--- src/design/rsq_pkg.sv ---
package rsq_pkg;

   // largest final sample count the design is built for
   localparam int MAX_SAMPLES_DEFAULT = 255;
   // sample count at which the early check runs
   localparam int QUICK_CHECK_COUNT = 3;

   // configuration reset values
   localparam logic [15:0] MIN_RES_RESET    = 16'd3000;
   localparam logic [15:0] MAX_RES_RESET    = 16'd9000;
   localparam logic [15:0] MAX_SPREAD_RESET = 16'd350;
   localparam logic [7:0]  SAMPLES_RESET    = 8'd20;

   // configuration register indexes
   localparam int CSR_IDX_W = 3;
   localparam logic [CSR_IDX_W-1:0] CSR_MIN_RES    = 3'd0;
   localparam logic [CSR_IDX_W-1:0] CSR_MAX_RES    = 3'd1;
   localparam logic [CSR_IDX_W-1:0] CSR_MAX_SPREAD = 3'd2;
   localparam logic [CSR_IDX_W-1:0] CSR_SAMPLES    = 3'd3;

   // input kinds
   localparam logic KIND_START  = 1'b0;
   localparam logic KIND_SAMPLE = 1'b1;

   // result status codes
   localparam logic [2:0] ST_MORE   = 3'd0;
   localparam logic [2:0] ST_PASS   = 3'd1;
   localparam logic [2:0] ST_MEAN   = 3'd2;
   localparam logic [2:0] ST_SPREAD = 3'd3;
   localparam logic [2:0] ST_INFO   = 3'd4;

   // controller to datapath commands
   typedef struct packed {
      logic load_in;
      logic update;
      logic bound;
      logic judge;
      logic div_step;
      logic load_out;
   } rsq_cmd_type;

   // datapath to controller status
   typedef struct packed {
      logic sample_in_trial;
   } rsq_stat_type;

endpackage

--- src/design/rsq_ctrl.sv ---
module rsq_ctrl
   import rsq_pkg::*;
#(
   parameter int MAX_SAMPLES = MAX_SAMPLES_DEFAULT
) (
   input  logic         clock,
   input  logic         reset,
   input  logic         req_valid,
   output logic         req_ready,
   output logic         rsp_valid,
   input  logic         rsp_ready,
   input  rsq_stat_type stat,
   output rsq_cmd_type  cmd
);

   localparam int CNT_W  = $clog2(MAX_SAMPLES + 1);
   localparam int SUM_W  = 16 + CNT_W;
   localparam int ITER_W = $clog2(SUM_W);

   localparam logic [2:0] S_IDLE   = 3'd0;
   localparam logic [2:0] S_UPDATE = 3'd1;
   localparam logic [2:0] S_BOUND  = 3'd2;
   localparam logic [2:0] S_JUDGE  = 3'd3;
   localparam logic [2:0] S_DIV    = 3'd4;
   localparam logic [2:0] S_FINISH = 3'd5;

   logic [2:0]        state_ff, state_in;
   logic [ITER_W-1:0] iter_ff, iter_in;
   logic              rsp_valid_ff, rsp_valid_in;

   always_comb begin
      state_in     = state_ff;
      iter_in      = iter_ff;
      rsp_valid_in = rsp_valid_ff;
      cmd          = '0;
      if (rsp_valid_ff && rsp_ready) begin
         rsp_valid_in = 1'b0;
      end
      case (state_ff)
         S_IDLE: begin
            if (req_valid) begin
               cmd.load_in = 1'b1;
               state_in    = S_UPDATE;
            end
         end
         S_UPDATE: begin
            cmd.update = 1'b1;
            state_in   = stat.sample_in_trial ? S_BOUND : S_FINISH;
         end
         S_BOUND: begin
            cmd.bound = 1'b1;
            state_in  = S_JUDGE;
         end
         S_JUDGE: begin
            cmd.judge = 1'b1;
            iter_in   = '0;
            state_in  = S_DIV;
         end
         S_DIV: begin
            cmd.div_step = 1'b1;
            iter_in      = iter_ff + 1'b1;
            if (iter_ff == ITER_W'(SUM_W - 1)) begin
               state_in = S_FINISH;
            end
         end
         S_FINISH: begin
            if (!rsp_valid_ff || rsp_ready) begin
               cmd.load_out = 1'b1;
               rsp_valid_in = 1'b1;
               state_in     = S_IDLE;
            end
         end
         default: begin
            state_in = S_IDLE;
         end
      endcase
   end

   always_ff @(posedge clock) begin
      if (reset) begin
         state_ff     <= S_IDLE;
         iter_ff      <= '0;
         rsp_valid_ff <= 1'b0;
      end else begin
         state_ff     <= state_in;
         iter_ff      <= iter_in;
         rsp_valid_ff <= rsp_valid_in;
      end
   end

   assign req_ready = (state_ff == S_IDLE);
   assign rsp_valid = rsp_valid_ff;

   a_accept_to_update: assert property (@(posedge clock) disable iff (reset)
      req_valid && req_ready |=> state_ff == S_UPDATE)
      else $error("accepted transaction did not move to update");

   a_div_length: assert property (@(posedge clock) disable iff (reset)
      state_ff == S_DIV && iter_ff == ITER_W'(SUM_W - 1) |=> state_ff == S_FINISH)
      else $error("divider did not finish after last step");

   a_no_overwrite: assert property (@(posedge clock) disable iff (reset)
      cmd.load_out |-> !rsp_valid_ff || rsp_ready)
      else $error("result register overwritten while pending");

endmodule

--- src/design/rsq_dp.sv ---
module rsq_dp
   import rsq_pkg::*;
#(
   parameter int MAX_SAMPLES = MAX_SAMPLES_DEFAULT
) (
   input  logic                 clock,
   input  logic                 reset,
   input  rsq_cmd_type          cmd,
   output rsq_stat_type         stat,
   input  logic                 req_kind,
   input  logic [15:0]          req_resistance,
   input  logic                 csr_valid,
   output logic                 csr_ready,
   input  logic [CSR_IDX_W-1:0] csr_index,
   input  logic [15:0]          csr_data,
   output logic [2:0]           rsp_status,
   output logic [15:0]          rsp_mean,
   output logic [15:0]          rsp_spread,
   output logic [7:0]           rsp_sample_count
);

   localparam int CNT_W = $clog2(MAX_SAMPLES + 1);
   localparam int SUM_W = 16 + CNT_W;

   logic [15:0] min_res_ff, max_res_ff, max_spread_ff;
   logic [7:0]  samples_ff;

   logic        kind_ff;
   logic [15:0] res_in_ff;

   logic             active_ff;
   logic [CNT_W-1:0] collected_ff;
   logic [SUM_W-1:0] sum_ff;
   logic [15:0]      low_ff, high_ff;

   logic [SUM_W-1:0] lo_bound_ff, hi_bound_ff;
   logic [15:0]      spread_ff;
   logic [CNT_W-1:0] fcount_ff;
   logic [2:0]       status_ff;
   logic [SUM_W-1:0] quot_ff;
   logic [CNT_W:0]   rem_ff;

   logic [2:0]       status_out_ff;
   logic [15:0]      mean_out_ff, spread_out_ff;
   logic [7:0]       count_out_ff;

   logic [SUM_W-1:0] lo_prod, hi_prod;
   logic [7:0]       fcount_sat;
   logic [2:0]       judge_code, status_in;
   logic [CNT_W:0]   rem_sh, rem_sub;

   assign csr_ready            = 1'b1;
   assign stat.sample_in_trial = (kind_ff == KIND_SAMPLE) && active_ff;

   assign lo_prod = SUM_W'(min_res_ff) * SUM_W'(collected_ff);
   assign hi_prod = SUM_W'(max_res_ff) * SUM_W'(collected_ff);

   // zero means one, larger than the build limit saturates
   always_comb begin
      if (samples_ff == '0) begin
         fcount_sat = 8'd1;
      end else if (samples_ff > 8'(MAX_SAMPLES)) begin
         fcount_sat = 8'(MAX_SAMPLES);
      end else begin
         fcount_sat = samples_ff;
      end
   end

   // mean test first, then spread test
   always_comb begin
      if (sum_ff < lo_bound_ff || sum_ff > hi_bound_ff) begin
         judge_code = ST_MEAN;
      end else if (spread_ff > max_spread_ff) begin
         judge_code = ST_SPREAD;
      end else begin
         judge_code = ST_MORE;
      end
      status_in = ST_MORE;
      if (collected_ff == CNT_W'(QUICK_CHECK_COUNT)) begin
         status_in = judge_code;
      end
      if (status_in == ST_MORE && collected_ff >= fcount_ff) begin
         status_in = (judge_code == ST_MORE) ? ST_PASS : judge_code;
      end
   end

   // restoring divider, one quotient bit per step
   assign rem_sh  = {rem_ff[CNT_W-1:0], quot_ff[SUM_W-1]};
   assign rem_sub = rem_sh - {1'b0, collected_ff};

   always_ff @(posedge clock) begin
      if (reset) begin
         min_res_ff    <= MIN_RES_RESET;
         max_res_ff    <= MAX_RES_RESET;
         max_spread_ff <= MAX_SPREAD_RESET;
         samples_ff    <= SAMPLES_RESET;
      end else if (csr_valid && csr_ready) begin
         case (csr_index)
            CSR_MIN_RES:    min_res_ff    <= csr_data;
            CSR_MAX_RES:    max_res_ff    <= csr_data;
            CSR_MAX_SPREAD: max_spread_ff <= csr_data;
            CSR_SAMPLES:    samples_ff    <= csr_data[7:0];
            default: ;
         endcase
      end
   end

   always_ff @(posedge clock) begin
      if (reset) begin
         active_ff    <= 1'b0;
         collected_ff <= '0;
         sum_ff       <= '0;
         low_ff       <= 16'hFFFF;
         high_ff      <= 16'h0000;
      end else if (cmd.update) begin
         if (kind_ff == KIND_START) begin
            active_ff    <= 1'b1;
            collected_ff <= '0;
            sum_ff       <= '0;
            low_ff       <= 16'hFFFF;
            high_ff      <= 16'h0000;
         end else if (active_ff) begin
            collected_ff <= collected_ff + 1'b1;
            sum_ff       <= sum_ff + SUM_W'(res_in_ff);
            if (res_in_ff < low_ff) begin
               low_ff <= res_in_ff;
            end
            if (res_in_ff > high_ff) begin
               high_ff <= res_in_ff;
            end
         end
      end else if (cmd.judge && status_in != ST_MORE) begin
         active_ff <= 1'b0;
      end
   end

   always_ff @(posedge clock) begin
      if (cmd.load_in) begin
         kind_ff   <= req_kind;
         res_in_ff <= req_resistance;
      end
      if (cmd.update && !stat.sample_in_trial) begin
         status_ff <= ST_INFO;
         quot_ff   <= '0;
         spread_ff <= '0;
      end
      if (cmd.bound) begin
         lo_bound_ff <= lo_prod;
         hi_bound_ff <= hi_prod;
         spread_ff   <= high_ff - low_ff;
         fcount_ff   <= fcount_sat[CNT_W-1:0];
      end
      if (cmd.judge) begin
         status_ff <= status_in;
         quot_ff   <= sum_ff;
         rem_ff    <= '0;
      end
      if (cmd.div_step) begin
         if (rem_sh >= {1'b0, collected_ff}) begin
            rem_ff  <= rem_sub;
            quot_ff <= {quot_ff[SUM_W-2:0], 1'b1};
         end else begin
            rem_ff  <= rem_sh;
            quot_ff <= {quot_ff[SUM_W-2:0], 1'b0};
         end
      end
      if (cmd.load_out) begin
         status_out_ff <= status_ff;
         mean_out_ff   <= quot_ff[15:0];
         spread_out_ff <= spread_ff;
         count_out_ff  <= 8'(collected_ff);
      end
   end

   assign rsp_status       = status_out_ff;
   assign rsp_mean         = mean_out_ff;
   assign rsp_spread       = spread_out_ff;
   assign rsp_sample_count = count_out_ff;

   a_count_limit: assert property (@(posedge clock) disable iff (reset)
      collected_ff <= CNT_W'(MAX_SAMPLES))
      else $error("sample count beyond limit");

   a_low_high: assert property (@(posedge clock) disable iff (reset)
      active_ff && collected_ff != '0 |-> low_ff <= high_ff)
      else $error("lowest sample above highest sample");

   a_div_nonzero: assert property (@(posedge clock) disable iff (reset)
      cmd.div_step |-> collected_ff != '0)
      else $error("divide by zero count");

endmodule

--- src/design/resistance_sample_qualifier_core.sv ---
// a sample inside a trial steps through update, bound products, check,
// 16+clog2(MAX_SAMPLES+1) divider steps (one-bit-per-cycle divider) and output load;
// start and ignored-sample transactions go from update straight to output load;
// one transaction at a time, and output load waits while a result is still pending
// reset: synchronous active high; limits return to defaults, no trial is open,
// and no result is pending
module resistance_sample_qualifier_core
   import rsq_pkg::*;
#(
   parameter int MAX_SAMPLES = MAX_SAMPLES_DEFAULT
) (
   input  logic                 clock,
   input  logic                 reset,
   // request channel
   input  logic                 req_valid,
   output logic                 req_ready,
   input  logic                 req_kind,
   input  logic [15:0]          req_resistance,
   // response channel
   output logic                 rsp_valid,
   input  logic                 rsp_ready,
   output logic [2:0]           rsp_status,
   output logic [15:0]          rsp_mean,
   output logic [15:0]          rsp_spread,
   output logic [7:0]           rsp_sample_count,
   // register write channel
   input  logic                 csr_valid,
   output logic                 csr_ready,
   input  logic [CSR_IDX_W-1:0] csr_index,
   input  logic [15:0]          csr_data
);

   // command and status between sequencer and datapath
   rsq_cmd_type  cmd;
   rsq_stat_type stat;

   // sequencer: accepts a transaction, steps through update and, for a sample in a trial,
   // bound, check and division, then parks the result in the output register
   rsq_ctrl #(
      .MAX_SAMPLES (MAX_SAMPLES)
   ) u_ctrl (
      .clock     (clock),
      .reset     (reset),
      .req_valid (req_valid),
      .req_ready (req_ready),
      .rsp_valid (rsp_valid),
      .rsp_ready (rsp_ready),
      .stat      (stat),
      .cmd       (cmd)
   );

   // datapath: limits, trial state, bound multipliers, checks,
   // restoring divider for the mean and the output register
   rsq_dp #(
      .MAX_SAMPLES (MAX_SAMPLES)
   ) u_dp (
      .clock            (clock),
      .reset            (reset),
      .cmd              (cmd),
      .stat             (stat),
      .req_kind         (req_kind),
      .req_resistance   (req_resistance),
      .csr_valid        (csr_valid),
      .csr_ready        (csr_ready),
      .csr_index        (csr_index),
      .csr_data         (csr_data),
      .rsp_status       (rsp_status),
      .rsp_mean         (rsp_mean),
      .rsp_spread       (rsp_spread),
      .rsp_sample_count (rsp_sample_count)
   );

endmodule
--- config.mk ---
export PLATFORM = sky130hd
export DESIGN_NAME = resistance_sample_qualifier_core
export DESIGN_NICKNAME = d
export VERILOG_FILES = /design/src/design/rsq_pkg.sv /design/src/design/rsq_ctrl.sv /design/src/design/rsq_dp.sv /design/src/design/resistance_sample_qualifier_core.sv
export SDC_FILE = /design/constraint.sdc
export NUM_CORES = 1
export LEC_CHECK = 0
export ABC_AREA = 1
export BUFFER_PORTS_ARGS = -buffer_cell sky130_fd_sc_hd__buf_4
export CORE_ASPECT_RATIO = 1.5
export CORE_MARGIN = 4
export CORE_UTILIZATION = 30
export DETAILED_ROUTE_END_ITERATION = 12
export SYNTH_ARGS = -nofsm -noshare
export SYNTH_HDL_FRONTEND = slang
export SYNTH_SLANG_ARGS = --single-unit
export TNS_END_PERCENT = 50
--- constraint.sdc ---
create_clock -name clock -period 7.38 [get_ports clock]
set_input_delay 1.476 -clock clock [delete_from_list [all_inputs] [get_ports clock]]
set_output_delay 1.476 -clock clock [all_outputs]
set_load 0.02 [all_outputs]
After elaboration in Yosys (flattened, before gate mapping)
Index checks and enable logic that the tools add are counted.
{"block": "op_classes", "addsub": 5, "multipliers": 2, "order_cmp": 8, "eq_ne": 17, "n_mux": 47, "reduce_logical": 31}
{"operator": "$mux 16", "count": 8}
{"operator": "$mux 24", "count": 5}
{"operator": "$mul 16x8->24", "count": 2}
{"operator": "$mux 8", "count": 6}
{"operator": "$gt 16x16->1", "count": 2}
{"operator": "$mux 3", "count": 10}
{"operator": "$add 24x16->24", "count": 1}
{"operator": "$gt 24x24->1", "count": 1}
{"operator": "$lt 24x24->1", "count": 1}
{"operator": "$pmux 3 s6", "count": 1}
{"operator": "$lt 16x16->1", "count": 1}
{"operator": "$sub 16x16->16", "count": 1}
{"operator": "$mux 1", "count": 15}
{"operator": "$eq 3x2->1 const B", "count": 4}
{"operator": "$logic_not 3->1", "count": 4}
{"operator": "$reduce_and 2->1", "count": 6}
{"operator": "$ne 2x2->1 const B", "count": 5}
{"operator": "$pmux 5 s2", "count": 1}
{"operator": "$reduce_bool 2->1", "count": 5}
{"operator": "$ge 9x8->1", "count": 1}
{"operator": "$reduce_and 3->1", "count": 3}
{"operator": "$add 8x1->8 const B", "count": 1}
{"operator": "$eq 8x2->1 const B", "count": 1}
{"operator": "$ge 8x8->1", "count": 1}
{"operator": "other kinds (14)", "count": 24}
{"block": "totals", "reg_bits": 297, "input_bits": 41, "word_cells": 136}

Logic depth before layout (Yosys ltp)
{"block": "depth", "depth_word": 11, "mapped_depth": 23, "ltp_nobuf": 21}

Cells and area by module
From an unflattened synthesis, not the netlist that was laid out.
{"block": "unflattened", "cells_unflattened": 2912, "area_unflattened_um2": 23685.2}
{"mod": "rsq_dp", "n_inst": 1, "cells_per_inst": 2840, "area_each_um2": 23194.7}
{"mod": "rsq_ctrl", "n_inst": 1, "cells_per_inst": 72, "area_each_um2": 490.5}

Worst setup path before layout
Ideal clock, no wire load.
{"block": "synth_timing", "path_type": "flip-flop to flip-flop", "startpoint": "register u_dp.collected_ff[6]", "endpoint": "register u_dp.hi_bound_ff[19], data pin", "setup_ns": 0.259, "arrival_time_ns": 4.388, "required_time_ns": 7.121, "slack_ns": 2.733, "path_stages_with_launch": 20, "n_path_buf": 2, "period_less_slack_ns": 4.647, "cell_sequence": "dfxtp_1 clkbuf_1 clkbuf_1 nand2_1 inv_1 fa_1 fa_1 fa_1 inv_1 fa_1 inv_1 ha_1 a21oi_1 o21ai_0 a21o_1 a21oi_2 o21ai_2 nand2_1 nand2_1 xor2_1"}
{"block": "synth_between", "elab_chain_cells": 1}
{"item": "start: declaration", "line_no": "rsq_dp.sv:32", "rtl": "logic [CNT_W-1:0] collected_ff;"}
{"item": "start signal: assignment", "line_no": "rsq_dp.sv:123", "rtl": "collected_ff <= collected_ff + 1'b1;"}
{"item": "$mul 16x8->24", "line_no": "rsq_dp.sv:56", "rtl": "assign hi_prod = SUM_W'(max_res_ff) * SUM_W'(collected_ff);"}
{"item": "net u_dp.hi_prod[19]", "line_no": "rsq_dp.sv:47", "rtl": "logic [SUM_W-1:0] lo_prod, hi_prod;"}
{"item": "end signal: assignment", "line_no": "rsq_dp.sv:149", "rtl": "hi_bound_ff <= hi_prod;"}
{"item": "end: declaration", "line_no": "rsq_dp.sv:36", "rtl": "logic [SUM_W-1:0] lo_bound_ff, hi_bound_ff;"}
The timed path passes the listed nets, and every way through them passes these cells.
A chain may end at the register's enable or synchronous reset.

Final worst setup path
{"block": "layout_timing", "startpoint": "register u_dp.collected_ff[6]", "endpoint": "register u_dp.lo_bound_ff[20], data pin"}
{"block": "layout_between", "elab_chain_cells": 1}
{"item": "$mul 16x8->24", "line_no": "rsq_dp.sv:55", "rtl": "assign lo_prod = SUM_W'(min_res_ff) * SUM_W'(collected_ff);"}
{"item": "net u_dp.lo_prod[20]", "line_no": "rsq_dp.sv:47"}
{"item": "end signal: assignment", "line_no": "rsq_dp.sv:148", "rtl": "lo_bound_ff <= lo_prod;"}
{"item": "end: declaration", "line_no": "rsq_dp.sv:36"}
The timed path passes the listed nets, and every way through them passes these cells.

==> metrics.cfg <==
[yosys]
ys_ff_latch = 297
yosys-top-cells-area = edfxtp_1 (21%), fa_1 (14%), ha_1 (12%)
synth_edf_count = 167
synth_compound_area_share_pct = 10.9
yosys_warnings = 0
synth_top_family_by_area = adder cells
synth_area_per_cell_um2 = 8.19
synth_top_area_share_pct = 21.2
synth_common_cells = nand2_1 (645), inv_1 (619), ha_1 (231)
synth_xor_area_share_pct = 1.88
synthFlopType = edfxtp_1
yosysMostFrequentCell = nand2_1
synthSimpleGateAreaFrac_pct = 16.3
netlist_instances = 2887
synth_top_area_cell = edfxtp_1
syn_area_um2 = 23600
synthesis.nets = 3330
seq_area_frac_synth_pct = 32.2
synthAdderAreaFrac_pct = 26.7
synthArstFlopShare_pct = 0
synthMuxAreaShare_pct = 0
ys_types = 63

[timing]
clock_skew_ns = 0.0253
relSlewSlack_pct = 20.4
tightest_slew_ns = 1.19
finalHoldViolCount = 0
finalSetupViolCount = 0
fin_crit_ns = 5.19
rsz0062_at_grt = false
fin_hold_ws_ns = 0.419
finalSetupTns_ns = 0
fmaxAchievable_ghz = 0.193
slew_violations = 0
finalCritPeriodShare_pct = 70.3

[place]
dp.final_hpwl_um = 50000
routabilityCongestion = 0.880
port_buffers = 85

[clocking]
ctsResizeCount = 0
numClockSinks = 297
cts_tree = done
h-tree-depth = 1
cts_hold_buf = 0
root_buffer = clkbuf_16
path_clk_slew_ns = 0.07
cts_setup_buffers = 0
clk_latency_ns = 0.58
cts_made_buffers = 29
cts_max_path_buffers = 3

[critical_path]
slowest_stage = dfxtp_1
crit_fanout = 22
worstRegToRegCells = 18
cp_num_buf_inv = 4
crit_family = adder cells
cp-end-kind = register
worstPathCellList = buf_4, nand2_1, inv_1, fa_1, fa_1, fa_1, inv_1, fa_1, inv_1, ha_1, a21oi_1, o21ai_0, a21oi_1, nand2_1, a21o_1, nand3_1, nand2_1, xor2_1
cpMostUsedCell = fa_1
arrival_ns = 5.52
rr_endpoint = u_dp.lo_bound_ff[20]
ff2ff_setup_slack_ns = 2.19
cpPeakStageDelay_ns = 0.99
start_kind = register
crit_type = register to register
cp.required_ns = 7.71
rr_startpoint = u_dp.collected_ff[6]

[global_route]
grt_pass1_vias = 19000
grt_pass1_wl_um = 102000
overflow = 0
grt_max_degree = 68
grt.busiest_layer = met2
met3_usage_pct = 1.10
track_usage_pct = 15.3
use_met2_pct = 29.8
antenna_found_initial = 0
grt.met1_usage_pct = 16.4

[min_path]
hp-class = register to register
holdPathStages = 0
holdCritStartpoint = u_dp.status_ff[1]
holdPathEnd = u_dp.rsp_status[1]

[drt]
viasPerCell = 4.69
drt-pass1-iter-count = 5
routedWlPerCell_um = 16.3
remaining_drc_errors = 0
drt_iter0_drc = 996
vias = 18500
wirelength_um = 64100
postRouteAntennaNets = 0

[floorplanning]
rows = 125
die-area_um2 = 83500
io-pin-count = 87
design.core.area_um2 = 77900
die_height_um = 352
initial_core_util_pct = 30.4
fp.dieW_um = 237

[pwr]
p_leak_nw = 13.9
ir_drop_uv = 161
powerDensity_nw_per_um2 = 189

[cells_and_area]
areaGrowthSynthToFinish_pct = 10.9
nNetsFinal = 3349
diodes = 0
drive_gt1_share_pct = 6.93

[flow_run]
max-cap-violations = 0

[outcome]
status = finished clean

[cells by family (layout without fill, tap and decap cells)]
logic type / count (synthesis) / in the layout
compound gates: 448 / 448
xor+xnor: 50 / 50
fa+ha+maj: 402 / 402
buf+inv: 746 / 788
flops: 297 / 297
other cells: 1 / 1
simple gates: 943 / 943
[through the flow]
| step | cells | util (%) | power (mW) | setup WS, ns | area [µm²] |
|---|---|---|---|---|---|
| 3_5_place_dp | 3891 | 32.4 | 3.42 | 2.21 | 25200 |
| 6_report | 3945 | 33.7 | 4.94 | 2.19 | 26200 |
| 3_3_place_gp | 3891 | 32.4 | 3.40 | 2.21 | 25200 |
| 5_1_grt | 3945 | 33.7 | 5.23 | 1.89 | 26200 |
| 4_1_cts | 3945 | 33.7 | 5.00 | 2.20 | 26200 |
| 2_1_floorplan | 2887 | - | 3.01 | 2.73 | 23600 |
[area by class of cell]
cell class | count | area (µm²)
repair buffers | 101 | 758
inverters | 633 | 2380
clock inverters | 14 | 171
flip-flops and latches | 297 | 7620
well taps | 1016 | 1270
fillers | 8175 | 51700
clock buffers | 40 | 827
multi-input cells | 1844 | 13200
[power breakdown]
group | internal [mW] | leakage [nW] | switching (mW)
Combinational | 0.373 | 10.8 | 0.747
Sequential | 2.05 | 2.62 | 0.213
Clock | 0.895 | 0.491 | 0.669
Total | 3.31 | 13.9 | 1.63
[placed cells by master (no fill, tap or decap), types with 5 or more instances in the layout]
| cell | n |
|---|---|
| dfxtp_1 | 130 |
| buf_4 | 101 |
| nand2_2 | 6 |
| a21oi_1 | 204 |
| clkbuf_1 | 5 |
| nor2_1 | 170 |
| nand2_1 | 645 |
| fa_1 | 171 |
| inv_1 | 618 |
| clkbuf_8 | 6 |
| o21ai_0 | 113 |
| o21ai_1 | 21 |
| inv_2 | 14 |
| o211ai_1 | 28 |
| a22o_1 | 15 |
| nand3_1 | 61 |
| a21o_1 | 17 |
| o21ai_2 | 7 |
| edfxtp_1 | 167 |
| xnor2_1 | 13 |
| a31oi_1 | 8 |
| o21bai_1 | 5 |
| ha_1 | 231 |
| o21a_1 | 5 |
| clkbuf_16 | 29 |
| xor2_1 | 36 |
| nor3_1 | 19 |
| nand4_1 | 16 |
[per-layer routing]
| layer | vias to the layer above | wire length (µm) |
|---|---|---|
| met1 | 8921 | 24200 |
| met5 | - | 0 |
| li1 | 9097 | - |
| met4 | 0 | 3980 |
| met2 | 368 | 34000 |
| met3 | 132 | 2010 |
[worst max-delay path by stage]
stage | cells past startpoint | endpoint | startpoint
after floorplan | 19 | u_dp.hi_bound_ff[19] | u_dp.collected_ff[6]
after global placement | 18 | u_dp.lo_bound_ff[20] | u_dp.collected_ff[6]
after detailed placement | 18 | u_dp.lo_bound_ff[20] | u_dp.collected_ff[6]
after CTS | 18 | u_dp.lo_bound_ff[20] | u_dp.collected_ff[6]
after global routing | 18 | u_dp.lo_bound_ff[20] | u_dp.collected_ff[6]
final | 18 | u_dp.lo_bound_ff[20] | u_dp.collected_ff[6]
[worst register-to-register path, delay by kind of cell (launching register included)]
kind	cells	cell delay, ns
AND/OR/NAND/NOR	4	0.32
buffers and inverters	4	0.51
flip-flops	1	0.99
XOR/XNOR	1	0.14
adder cells (fa/ha/maj)	5	2.23
AO/OA/AOI/OAI	4	0.77
[flip-flops by register name, indices dropped and copies added (netlist names), 24 cells and up]
name / cells
u_dp.hi_bound_ff: 24
u_dp.lo_bound_ff: 24
u_dp.sum_ff: 24
u_dp.quot_ff: 24
Power figures use the tool's default switching activity.
